File: src/design/mfs_pkg.sv
// Shared types and constants for the scheduler arithmetic unit.
// No dependencies.
package mfs_pkg;

   typedef enum logic [1:0] {
      KIND_LOAD   = 2'd0,
      KIND_RECENT = 2'd1,
      KIND_PRIO   = 2'd2,
      KIND_NONE   = 2'd3
   } kind_type;

   // aux carries the load-average numerator or the raw priority
   typedef struct packed {
      kind_type           kind;
      logic signed [31:0] recent;
      logic signed [5:0]  nice;
      logic signed [35:0] aux;
   } side_type;

   localparam int AUX_W = 36;
   // floor(2^36 / 60): reciprocal for the divide by sixty
   localparam int RECIP_SHIFT = 36;
   localparam logic signed [31:0] RECIP_60 = 32'sd1145324612;
   localparam logic signed [63:0] SIXTY = 64'sd60;
   localparam logic signed [63:0] I32_MAX = 64'sd2147483647;
   localparam logic signed [63:0] I32_MIN = -64'sd2147483648;
   localparam logic [1:0] ADDR_PRI_MAX = 2'd0;
   localparam logic [5:0] PRI_MAX_RESET = 6'd63;

endpackage

File: src/design/mlfqs_fixed_point_scheduler_math.sv
// Top level of the scheduler arithmetic unit: configuration register,
// front stage, divider chain and back end. Uses mfs_pkg, mfs_front, mfs_div_step and mfs_back.
//
//   channel   | ports                         | transfer when
//   ----------+-------------------------------+-------------------------------
//   request   | start, busy, req_*            | start high, busy low
//   response  | rsp_valid, rsp_value, rsp_sat.| rsp_valid high (one cycle)
//   config    | psel, penable, pwrite, paddr  | psel, penable, pwrite, pready
//
// The pipeline has one input stage, FRAC_BITS restoring
// division stages (one quotient bit each), then multiply, scale and
// saturate stages. One request enters every cycle; all kinds take the same
// path length so results leave in order. busy is high only during reset.
// The receiver cannot stall, so no result is ever held back.
module mlfqs_fixed_point_scheduler_math #(
   parameter int FRAC_BITS = 14
) (
   input  logic               clock,
   input  logic               reset,
   input  logic               start,
   output logic               busy,
   input  logic [1:0]         req_kind,
   input  logic [21:0]        req_load_average,
   input  logic [7:0]         req_ready_count,
   input  logic signed [31:0] req_recent_usage,
   input  logic signed [5:0]  req_niceness,
   output logic               rsp_valid,
   output logic signed [31:0] rsp_value,
   output logic               rsp_saturated,
   input  logic               psel,
   input  logic               penable,
   input  logic               pwrite,
   input  logic [1:0]         paddr,
   input  logic [31:0]        pwdata,
   output logic [31:0]        prdata,
   output logic               pready
);
   // remainder/divisor width: 2*load + 2^FRAC_BITS plus one guard bit
   localparam int DW = (FRAC_BITS + 2 > 24) ? FRAC_BITS + 2 : 24;

   logic [5:0] pri_max_ff;
   logic       accept;

   // divider chain taps
   logic                 dv_valid [0:FRAC_BITS];
   mfs_pkg::side_type    dv_side  [0:FRAC_BITS];
   logic [DW-1:0]        dv_rem   [0:FRAC_BITS];
   logic [DW-1:0]        dv_den   [0:FRAC_BITS];
   logic [FRAC_BITS-1:0] dv_quo   [0:FRAC_BITS];

   assign busy   = reset;
   assign accept = start && !busy;
   assign pready = 1'b1;

   // Hold pri_max; write on the access phase of a write transfer
   always_ff @(posedge clock) begin
      if (reset) begin
         pri_max_ff <= mfs_pkg::PRI_MAX_RESET;
      end else if (psel && penable && pwrite && paddr == mfs_pkg::ADDR_PRI_MAX) begin
         pri_max_ff <= pwdata[5:0];
      end
   end

   assign prdata = (paddr == mfs_pkg::ADDR_PRI_MAX) ? {26'd0, pri_max_ff} : 32'd0;

   mfs_front #(.FRAC_BITS(FRAC_BITS), .DW(DW)) u_front (
      .clock        (clock),
      .reset        (reset),
      .in_valid     (accept),
      .kind         (req_kind),
      .load_average (req_load_average),
      .ready_count  (req_ready_count),
      .recent_usage (req_recent_usage),
      .niceness     (req_niceness),
      .pri_max      (pri_max_ff),
      .out_valid    (dv_valid[0]),
      .out_side     (dv_side[0]),
      .out_rem      (dv_rem[0]),
      .out_den      (dv_den[0])
   );
   assign dv_quo[0] = '0;

   // Advance the coefficient division one quotient bit per stage
   for (genvar i = 0; i < FRAC_BITS; i++) begin : g_div
      mfs_div_step #(.FRAC_BITS(FRAC_BITS), .DW(DW)) u_step (
         .clock     (clock),
         .reset     (reset),
         .in_valid  (dv_valid[i]),
         .in_side   (dv_side[i]),
         .in_rem    (dv_rem[i]),
         .in_den    (dv_den[i]),
         .in_quo    (dv_quo[i]),
         .out_valid (dv_valid[i+1]),
         .out_side  (dv_side[i+1]),
         .out_rem   (dv_rem[i+1]),
         .out_den   (dv_den[i+1]),
         .out_quo   (dv_quo[i+1])
      );
   end

   mfs_back #(.FRAC_BITS(FRAC_BITS)) u_back (
      .clock         (clock),
      .reset         (reset),
      .in_valid      (dv_valid[FRAC_BITS]),
      .in_side       (dv_side[FRAC_BITS]),
      .in_quo        (dv_quo[FRAC_BITS]),
      .out_valid     (rsp_valid),
      .out_value     (rsp_value),
      .out_saturated (rsp_saturated)
   );
endmodule

File: src/design/mfs_front.sv
// Input stage: registers the request, forms the load-average numerator,
// the raw priority sum and the divider operands. Uses mfs_pkg.
module mfs_front #(
   parameter int FRAC_BITS = 14,
   parameter int DW = 24
) (
   input  logic                     clock,
   input  logic                     reset,
   input  logic                     in_valid,
   input  logic [1:0]               kind,
   input  logic [21:0]              load_average,
   input  logic [7:0]               ready_count,
   input  logic signed [31:0]       recent_usage,
   input  logic signed [5:0]        niceness,
   input  logic [5:0]               pri_max,
   output logic                     out_valid,
   output mfs_pkg::side_type        out_side,
   output logic [DW-1:0]            out_rem,
   output logic [DW-1:0]            out_den
);
   localparam int AW = mfs_pkg::AUX_W;

   logic                   valid_ff;
   mfs_pkg::side_type      side_ff, side_in;
   logic [DW-1:0]          rem_ff, rem_in, den_ff, den_in;
   logic [AW-1:0]          num_u;
   logic signed [AW-1:0]   rec_w, rec_b, rec_q, pri_t, nice_t;

   always_comb begin
      num_u  = (AW'(load_average) * AW'(59)) + (AW'(ready_count) << FRAC_BITS);
      rec_w  = AW'(recent_usage);
      // truncate toward zero: bias negatives before the shift
      rec_b  = rec_w + (rec_w[AW-1] ? AW'(3) : AW'(0));
      rec_q  = rec_b >>> 2;
      pri_t  = $signed(AW'(pri_max) << FRAC_BITS);
      nice_t = AW'(niceness) <<< (FRAC_BITS + 1);
      side_in.kind   = mfs_pkg::kind_type'(kind);
      side_in.recent = recent_usage;
      side_in.nice   = niceness;
      if (kind == mfs_pkg::KIND_LOAD) begin
         side_in.aux = $signed(num_u);
      end else begin
         side_in.aux = pri_t - rec_q - nice_t;
      end
      rem_in = DW'({load_average, 1'b0});
      den_in = DW'({load_average, 1'b0}) + (DW'(1) << FRAC_BITS);
   end

   always_ff @(posedge clock) begin
      if (reset) begin
         valid_ff <= 1'b0;
      end else begin
         valid_ff <= in_valid;
      end
      side_ff <= side_in;
      rem_ff  <= rem_in;
      den_ff  <= den_in;
   end

   assign out_valid = valid_ff;
   assign out_side  = side_ff;
   assign out_rem   = rem_ff;
   assign out_den   = den_ff;
endmodule

File: src/design/mfs_div_step.sv
// One restoring-division stage: produces one quotient bit per cycle.
// Uses mfs_pkg for the sideband type.
module mfs_div_step #(
   parameter int FRAC_BITS = 14,
   parameter int DW = 24
) (
   input  logic                 clock,
   input  logic                 reset,
   input  logic                 in_valid,
   input  mfs_pkg::side_type    in_side,
   input  logic [DW-1:0]        in_rem,
   input  logic [DW-1:0]        in_den,
   input  logic [FRAC_BITS-1:0] in_quo,
   output logic                 out_valid,
   output mfs_pkg::side_type    out_side,
   output logic [DW-1:0]        out_rem,
   output logic [DW-1:0]        out_den,
   output logic [FRAC_BITS-1:0] out_quo
);
   logic                 valid_ff;
   mfs_pkg::side_type    side_ff;
   logic [DW-1:0]        rem_ff, rem_in, den_ff;
   logic [FRAC_BITS-1:0] quo_ff, quo_in;
   logic [DW:0]          trial;

   always_comb begin
      trial = {in_rem, 1'b0};
      if (trial >= {1'b0, in_den}) begin
         rem_in = DW'(trial - {1'b0, in_den});
         quo_in = {in_quo[FRAC_BITS-2:0], 1'b1};
      end else begin
         rem_in = DW'(trial);
         quo_in = {in_quo[FRAC_BITS-2:0], 1'b0};
      end
   end

   always_ff @(posedge clock) begin
      if (reset) begin
         valid_ff <= 1'b0;
      end else begin
         valid_ff <= in_valid;
      end
      side_ff <= in_side;
      rem_ff  <= rem_in;
      den_ff  <= in_den;
      quo_ff  <= quo_in;
   end

   assign out_valid = valid_ff;
   assign out_side  = side_ff;
   assign out_rem   = rem_ff;
   assign out_den   = den_ff;
   assign out_quo   = quo_ff;
endmodule

File: src/design/mfs_back.sv
// Back end: shared multiplier, scaling and rounding, then correction and
// saturation into the result register. Uses mfs_pkg.
module mfs_back #(
   parameter int FRAC_BITS = 14
) (
   input  logic                 clock,
   input  logic                 reset,
   input  logic                 in_valid,
   input  mfs_pkg::side_type    in_side,
   input  logic [FRAC_BITS-1:0] in_quo,
   output logic                 out_valid,
   output logic signed [31:0]   out_value,
   output logic                 out_saturated
);
   localparam logic signed [63:0] ONE  = 64'sd1 <<< FRAC_BITS;
   localparam logic signed [63:0] HALF = 64'sd1 <<< (FRAC_BITS - 1);

   // multiply stage
   logic               mul_valid_ff;
   mfs_pkg::side_type  mul_side_ff;
   logic signed [63:0] prod_ff, prod_in;
   logic [30:0]        op_a;
   logic signed [31:0] op_b;

   // scale stage
   logic               scl_valid_ff;
   mfs_pkg::kind_type  scl_kind_ff;
   logic signed [63:0] scl_val_ff, scl_val_in;
   logic               scl_inc_ff, scl_inc_in;
   logic signed [63:0] q0, resid, trunc_v, aux_w, rnd;

   // result stage
   logic               res_valid_ff;
   logic signed [31:0] res_value_ff, res_value_in;
   logic               res_sat_ff, res_sat_in;
   logic signed [63:0] fin;

   always_comb begin
      if (in_side.kind == mfs_pkg::KIND_LOAD) begin
         op_a = 31'(in_side.aux);
         op_b = mfs_pkg::RECIP_60;
      end else begin
         op_a = 31'(in_quo);
         op_b = in_side.recent;
      end
      prod_in = $signed({1'b0, op_a}) * op_b;
   end

   always_comb begin
      aux_w   = 64'(mul_side_ff.aux);
      q0      = prod_ff >>> mfs_pkg::RECIP_SHIFT;
      resid   = aux_w - q0 * mfs_pkg::SIXTY;
      trunc_v = (prod_ff + (prod_ff[63] ? ONE - 64'sd1 : 64'sd0)) >>> FRAC_BITS;
      rnd     = aux_w[63] ? ((aux_w - HALF + ONE - 64'sd1) >>> FRAC_BITS)
                          : ((aux_w + HALF) >>> FRAC_BITS);
      scl_inc_in = 1'b0;
      case (mul_side_ff.kind)
         mfs_pkg::KIND_LOAD: begin
            scl_val_in = q0;
            scl_inc_in = (resid >= mfs_pkg::SIXTY);
         end
         mfs_pkg::KIND_RECENT: begin
            scl_val_in = trunc_v + (64'(mul_side_ff.nice) <<< FRAC_BITS);
         end
         mfs_pkg::KIND_PRIO: begin
            scl_val_in = rnd;
         end
         default: begin
            scl_val_in = 64'sd0;
         end
      endcase
   end

   always_comb begin
      fin = scl_val_ff + (scl_inc_ff ? 64'sd1 : 64'sd0);
      res_sat_in = 1'b0;
      if (scl_kind_ff == mfs_pkg::KIND_NONE) begin
         res_value_in = 32'sd0;
      end else if (fin > mfs_pkg::I32_MAX) begin
         res_value_in = 32'(mfs_pkg::I32_MAX);
         res_sat_in   = 1'b1;
      end else if (fin < mfs_pkg::I32_MIN) begin
         res_value_in = 32'(mfs_pkg::I32_MIN);
         res_sat_in   = 1'b1;
      end else begin
         res_value_in = 32'(fin);
      end
   end

   always_ff @(posedge clock) begin
      if (reset) begin
         mul_valid_ff <= 1'b0;
         scl_valid_ff <= 1'b0;
         res_valid_ff <= 1'b0;
      end else begin
         mul_valid_ff <= in_valid;
         scl_valid_ff <= mul_valid_ff;
         res_valid_ff <= scl_valid_ff;
      end
      mul_side_ff  <= in_side;
      prod_ff      <= prod_in;
      scl_kind_ff  <= mul_side_ff.kind;
      scl_val_ff   <= scl_val_in;
      scl_inc_ff   <= scl_inc_in;
      res_value_ff <= res_value_in;
      res_sat_ff   <= res_sat_in;
   end

   assign out_valid     = res_valid_ff;
   assign out_value     = res_value_ff;
   assign out_saturated = res_sat_ff;
endmodule

File: config.mk
export PLATFORM = sky130hd
export DESIGN_NAME = mlfqs_fixed_point_scheduler_math
export DESIGN_NICKNAME = d
export VERILOG_FILES = /design/src/design/mfs_pkg.sv /design/src/design/mlfqs_fixed_point_scheduler_math.sv /design/src/design/mfs_front.sv /design/src/design/mfs_div_step.sv /design/src/design/mfs_back.sv
export SDC_FILE = /design/constraint.sdc
export NUM_CORES = 2
export LEC_CHECK = 0
export BUFFER_PORTS_ARGS = -buffer_cell sky130_fd_sc_hd__buf_2
export CAP_MARGIN = 40
export CORE_MARGIN = 1
export CORE_UTILIZATION = 47
export CTS_BUF_LIST = sky130_fd_sc_hd__clkbuf_16
export DETAILED_ROUTE_END_ITERATION = 7
export SYNTH_ARGS = -nofsm -noshare
export SYNTH_HDL_FRONTEND = slang
export SYNTH_SLANG_ARGS = --single-unit
export TNS_END_PERCENT = 10
File: constraint.sdc
create_clock -name clock -period 11.3 [get_ports clock]
set_input_delay 0.565 -clock clock [delete_from_list [all_inputs] [get_ports clock]]
set_output_delay 0.565 -clock clock [all_outputs]
set_load 0.1 [all_outputs]
After elaboration in Yosys (flattened, before gate mapping):

Index checks and enable logic that the tools add are counted.

* output and inout port bits: 68
* input port bits: 110
* memories: 0
* bits in latches: 0
* ROM bits: 0
* memory bits (writable): 0
* register bits: 2147

* bitwise operators: 0
* $add $sub $neg: 26
* muxes and demuxes: 40
* multiply operators: 3
* $lt $le $gt $ge: 17
* reductions and logical operators: 10
* eq/ne operators: 3
* divide/modulo/power cells: 0
* shifts and indexed selects: 0

Operators with widths (count)
* greater-or-equal comparator 25 x 24 -> 1 bit: 13
* 2-to-1 mux 24 bit: 13
* subtractor 24 bit: 13
* one-hot mux 64 bit (3 select lines): 1
* adder 64 x 15 -> 64 bit: 1
* adder 64 x 16 -> 64 bit, second input constant: 1
* adder 64 bit: 1
* greater-or-equal comparator 64 x 7 -> 1 bit, second input constant: 1
* > comparator 64 x 32 -> 1 bit, second input constant: 1
* less-than comparator 64 x 32 -> 1 bit, second input constant: 1
* multiplier 32 x 32 -> 64 bit: 1
* 2-to-1 mux 32 bit: 2
* 2-to-1 mux 64 bit: 1
* subtractor 64 x 2 -> 64 bit, second input constant: 1
* 2-to-1 mux 31 bit: 2
* adder 50 x 20 -> 51 bit: 1
* adder 36 x 15 -> 37 bit, second input constant: 1
* subtractor 36 x 15 -> 37 bit, second input constant: 1
* subtractor 36 x 35 -> 37 bit: 1
* 2-to-1 mux 36 bit: 1
* subtractor 35 x 21 -> 36 bit: 1
* adder 32 x 3 -> 33 bit: 1
* multiplier 28 x 5 -> 33 bit, second input constant: 1
* subtractor 21 x 31 -> 32 bit: 1
* other kinds (14): 37

Logic depth before layout (Yosys ltp):

* depth after elaboration: 5
* depth in mapped cells: 34
* mapped depth without buffers: 31

Cells and area by module:

From an unflattened synthesis, not the netlist that was laid out.

* cell total of the unflattened synthesis: 11437
* area, all modules: 118618.8 sq um

By module, submodules not included
* mfs_div_step: instances 14, seq. area each 2782.7 sq um, cells each 374, area an instance 4490.6 sq um
* mfs_back: instances 1, seq. area each 3963.8 sq um, cells each 5159, area an instance 46290.6 sq um
* mfs_front: instances 1, seq. area each 2122.0 sq um, cells each 978, area an instance 8936.1 sq um
* mlfqs_fixed_point_scheduler_math: instances 1, seq. area each 120.1 sq um, cells each 64, area an instance 524.3 sq um

Least setup slack after synthesis:

Ideal clock, no wire load.

* kind: flip-flop to flip-flop
* start point: register g_div[13].u_step.side_ff (netlist bit g_div[13].u_step.out_side[75])
* end point: register u_back.prod_ff[62]
* stages on the path, launching flop included: 32
* clock period less this slack: 8.167 ns
* buffers on the path: 3
* setup slack: 3.133 ns
* data arrival time: 8.041 ns
* cell sequence: dfxtp_1 -> or2_2 -> clkbuf_1 -> clkbuf_1 -> and2_1 -> clkbuf_1 -> a21oi_1 -> nor2_1 -> fa_1 -> fa_1 -> inv_1 -> fa_1 -> inv_1 -> fa_1 -> fa_1 -> fa_1 -> fa_1 -> inv_1 -> fa_1 -> inv_1 -> ha_1 -> a2111oi_0 -> o21ai_0 -> a31o_2 -> a21oi_1 -> o21ai_0 -> o211ai_1 -> nand2_1 -> a31oi_1 -> o211a_1 -> o21ai_0 -> xor2_1

* cells in the longest elaborated chain, start to end: 3
* elaborated cells on any way between the ends: 4
* classes of those cells: mul: 1; mux: 2; reduce/logical: 1

RTL lines
* from (decl): RTL line mfs_div_step.sv:21 `mfs_pkg::side_type side_ff;`
* from (signal assigned): RTL line mfs_div_step.sv:43 `side_ff <= in_side;`
* logical NOT 2 bit (*): RTL line mfs_back.sv:39 `if (in_side.kind == mfs_pkg::KIND_LOAD) begin`
* 2-to-1 mux 31 bit / 2-to-1 mux 32 bit (equally long branches): RTL line mfs_back.sv:39
* multiplier 32 x 32 -> 64 bit (*): RTL line mfs_back.sv:46 `prod_in = $signed({1'b0, op_a}) * op_b;`
* named net u_back.prod_in[62]: RTL line mfs_back.sv:21 `logic signed [63:0] prod_ff, prod_in;`
* to (signal assigned): RTL line mfs_back.sv:101 `prod_ff <= prod_in;`
* to (decl): RTL line mfs_back.sv:21

The timed path passes the listed nets; every way through them passes the cells marked *.
A chain may end at the register's enable or synchronous reset.

Final worst setup path:

* start point: register g_div[13].u_step.side_ff (netlist bit g_div[13].u_step.out_side[74])
* end point: register u_back.prod_ff[55]

Same word-level chain as after synthesis.

==> metrics <==
post-CTS setup buffer count 0; share of post-route cells with drive strength above 1 between 6 and 7%; RR Endpoint u_back.prod_ff[55]$_DFF_P_; Via Count 70.78k; final WL 245.9 mm; first-pass GRT wire length 392.5 mm; Vias/cell 5.005; Crit path top cell by count fa_1; htree depth 4; P&R area growth vs syn 12.03%; wire per inst 17.39 um; Unique masters post-synth 98; number of synthesized flops with an enable pin 0; Post-synth top cells 2094 x dfxtp_1, 1644 x inv_1, 1000 x fa_1; Final ANT Viol Nets 0; CTS tree done; CP Class flip-flop to flip-flop; Initial Util 47.34%; Sink Count 2094; filler instances 19.95k; Crit. path cell count 28; hpwl dp 197.4 mm; # resized after CTS 0; total of max-cap violations 0; outcome finished clean; Final Skew 0.1254 ns; Total Routing Usage GR 21.59%; initial antenna violation count 20; Synth Instances 10.33k; Worst-Margin Slew 1.002 ns; largest net degree at the start of global routing 62; Worst Setup EP u_back.prod_ff[55]$_DFF_P_; Worst path max stage delay around 0.72 ns; Synth top area share 38.89%; total negative setup slack 0 ns; TritonCTS Buffers 202; Hold/Removal Path Class input port to flip-flop; count of final setup violators 0; number of synthesized register bits approximately 2.1k; Crit path max-delay family adder cells; Worst Hold Depth 2; Core ar. 227700 um2; Die W approximately 480 um; Clock Tree Buf Depth 3; CP Launch Point g_div[13].u_step.out_side[74]$_DFF_P_; post-synth top area cell dfxtp_1; WP data required approximately 12 ns; reg-to-reg critical path startpoint g_div[13].u_step.out_side[74]$_DFF_P_; final net count approximately 13k; element type at the critical path end flip-flop; Seq/Total Area, Yosys 38.89%; number of port buffers 124; Die H 480.9 um; startpoint types flip-flop; die area about 230000 um2; 1st-iter DRT viols 3957; Tmin final 9.683 ns; cell area after synthesis 107800 um2; Relative slew margins 31.50%; Max Transition Viols Final 0; ranking of synthesized cells by area dfxtp_1 39%, fa_1 19%, ha_1 10%; R2R cell count 28; fmax 103.3 MHz; Top Ports 178; slowest CP cell and2_0; residual DRC count 0; worst path bufs/invs 6; Post-synth ARST share 0%; Worst EP arrival 10.31 ns; RSZ-0062 raised after global routing no; total global routing overflow 0; most common cell in the netlist dfxtp_1; Final period util a little under nine tenths; vias in the first global route ~73k; Main synth FF type dfxtp_1; crit-path max FO 61; Worst-path clk slew 0.07 ns; routability congestion estimate 0.9309; post-synthesis area per instance approximately 10 um2; clk_lat worst skew 0.89 ns; R2R Setup Slk 1.62 ns; First-pass DRT Iterations 6; row cnt 175; Synth warnings 0; CTS root buf clkbuf_16; final-report hold violation count 0
==> how the worst min path moves through the flow <==
stage / from / endpoint / slack (ns)
final: reset / g_div[6].u_step.out_valid$_SDFF_PP0_ / 0.1
after detailed placement: u_front.out_side[14]$_DFF_P_ / g_div[0].u_step.out_side[14]$_DFF_P_ / 0.31
after floorplan: u_front.out_side[0]$_DFF_P_ / g_div[0].u_step.out_side[0]$_DFF_P_ / 0.31
after global routing: reset / g_div[5].u_step.out_valid$_SDFF_PP0_ / 0.08
after global placement: g_div[8].u_step.out_side[18]$_DFF_P_ / g_div[9].u_step.out_side[18]$_DFF_P_ / 0.31
after CTS: reset / g_div[6].u_step.out_valid$_SDFF_PP0_ / 0.02
==> what timing repair did <==
item,4_1_cts,5_1_grt
endpoints found under the setup margin,0,0
hold buffers,69,0
endpoints found under the hold margin,73,0
==> state kept, by name, indices dropped and copies added (netlist names), 2 cells and up <==
| register | flops |
|---|---|
| g_div.u_step.out_den | 299 |
| g_div.u_step.out_quo | 105 |
| g_div.u_step.out_rem | 299 |
| g_div.u_step.out_side | 1064 |
| g_div.u_step.out_valid | 14 |
| pri_max_ff | 6 |
| u_back.aux_w | 36 |
| u_back.mul_side_ff | 8 |
| u_back.out_value | 32 |
| u_back.prod_ff | 64 |
| u_back.scl_kind_ff | 2 |
| u_back.scl_val_ff | 51 |
| u_front.out_den | 10 |
| u_front.out_rem | 22 |
| u_front.out_side | 76 |
==> per-stage QoR <==
step | cell area (um2) | hold WS, ns | instances | utilization (%) | setup slack, ns
global route | 120800 | 0.07915 | 14139 | 53.04 | 1.278
detailed placement | 113200 | 0.3121 | 13693 | 49.71 | 1.757
CTS | 120800 | 0.01801 | 14137 | 53.03 | 1.717
finish | 120800 | 0.09916 | 14140 | 53.04 | 1.617
global placement | 113100 | 0.3096 | 13681 | 49.66 | 1.814
floorplan | 109400 | 0.3096 | 10747 | - | 3.133
==> layer usage <==
metal | vias up | GRT usage, % | wire, um
met1 | 34202 | 27.91 | 108200
met2 | 1728 | 36.32 | 114900
li1 | 34387 | - | -
met5 | - | 0 | 24
met4 | 4 | 8.131 | 9223
met3 | 454 | 3.337 | 13550
==> final cells by class <==
| cell class | instances | area (um2) | share of cell area (%) |
|---|---|---|---|
| flip-flops and latches | 2094 | 41920 | 34.71 |
| multi-input cells | 6739 | 60090 | 49.75 |
| diodes | 3 | 7.507 | 0.006216 |
| clock buffers | 202 | 5055 | 4.185 |
| clock inverters | 173 | 1829 | 1.515 |
| repair buffers | 275 | 1933 | 1.601 |
| well taps | 3009 | 3765 | 3.117 |
| inverters | 1645 | 6175 | 5.113 |
==> kinds of logic after synthesis <==
group	synth area share, %
buffers and inverters	6.885
AOI/OAI and AO/OA	9.281
muxes	2.191
DFF	38.89
adders and majority gates	28.59
other	0.006966
xor gates and xnor gates	4.607
and+or+nand+nor	9.557
==> placed cells by master (no fill, tap or decap), drive strengths merged, types with 83 or more instances in the layout <==
cell type	n
fa	1000
ha	863
o21a	84
xor2	199
dfxtp	2094
a21o	188
a21oi	436
nor3	116
and2	120
nand2	566
nand4	95
xnor2	368
nor2	486
nand3	152
nand2b	90
clkbuf	202
buf	206
clkinv	86
mux2	168
o21ai	402
conb	418
and3	232
inv	1695
nor2b	83
Power is left out: the tool's default activity adds up to more than one toggle a clock period on the data nets, which glitch-free logic cannot reach.
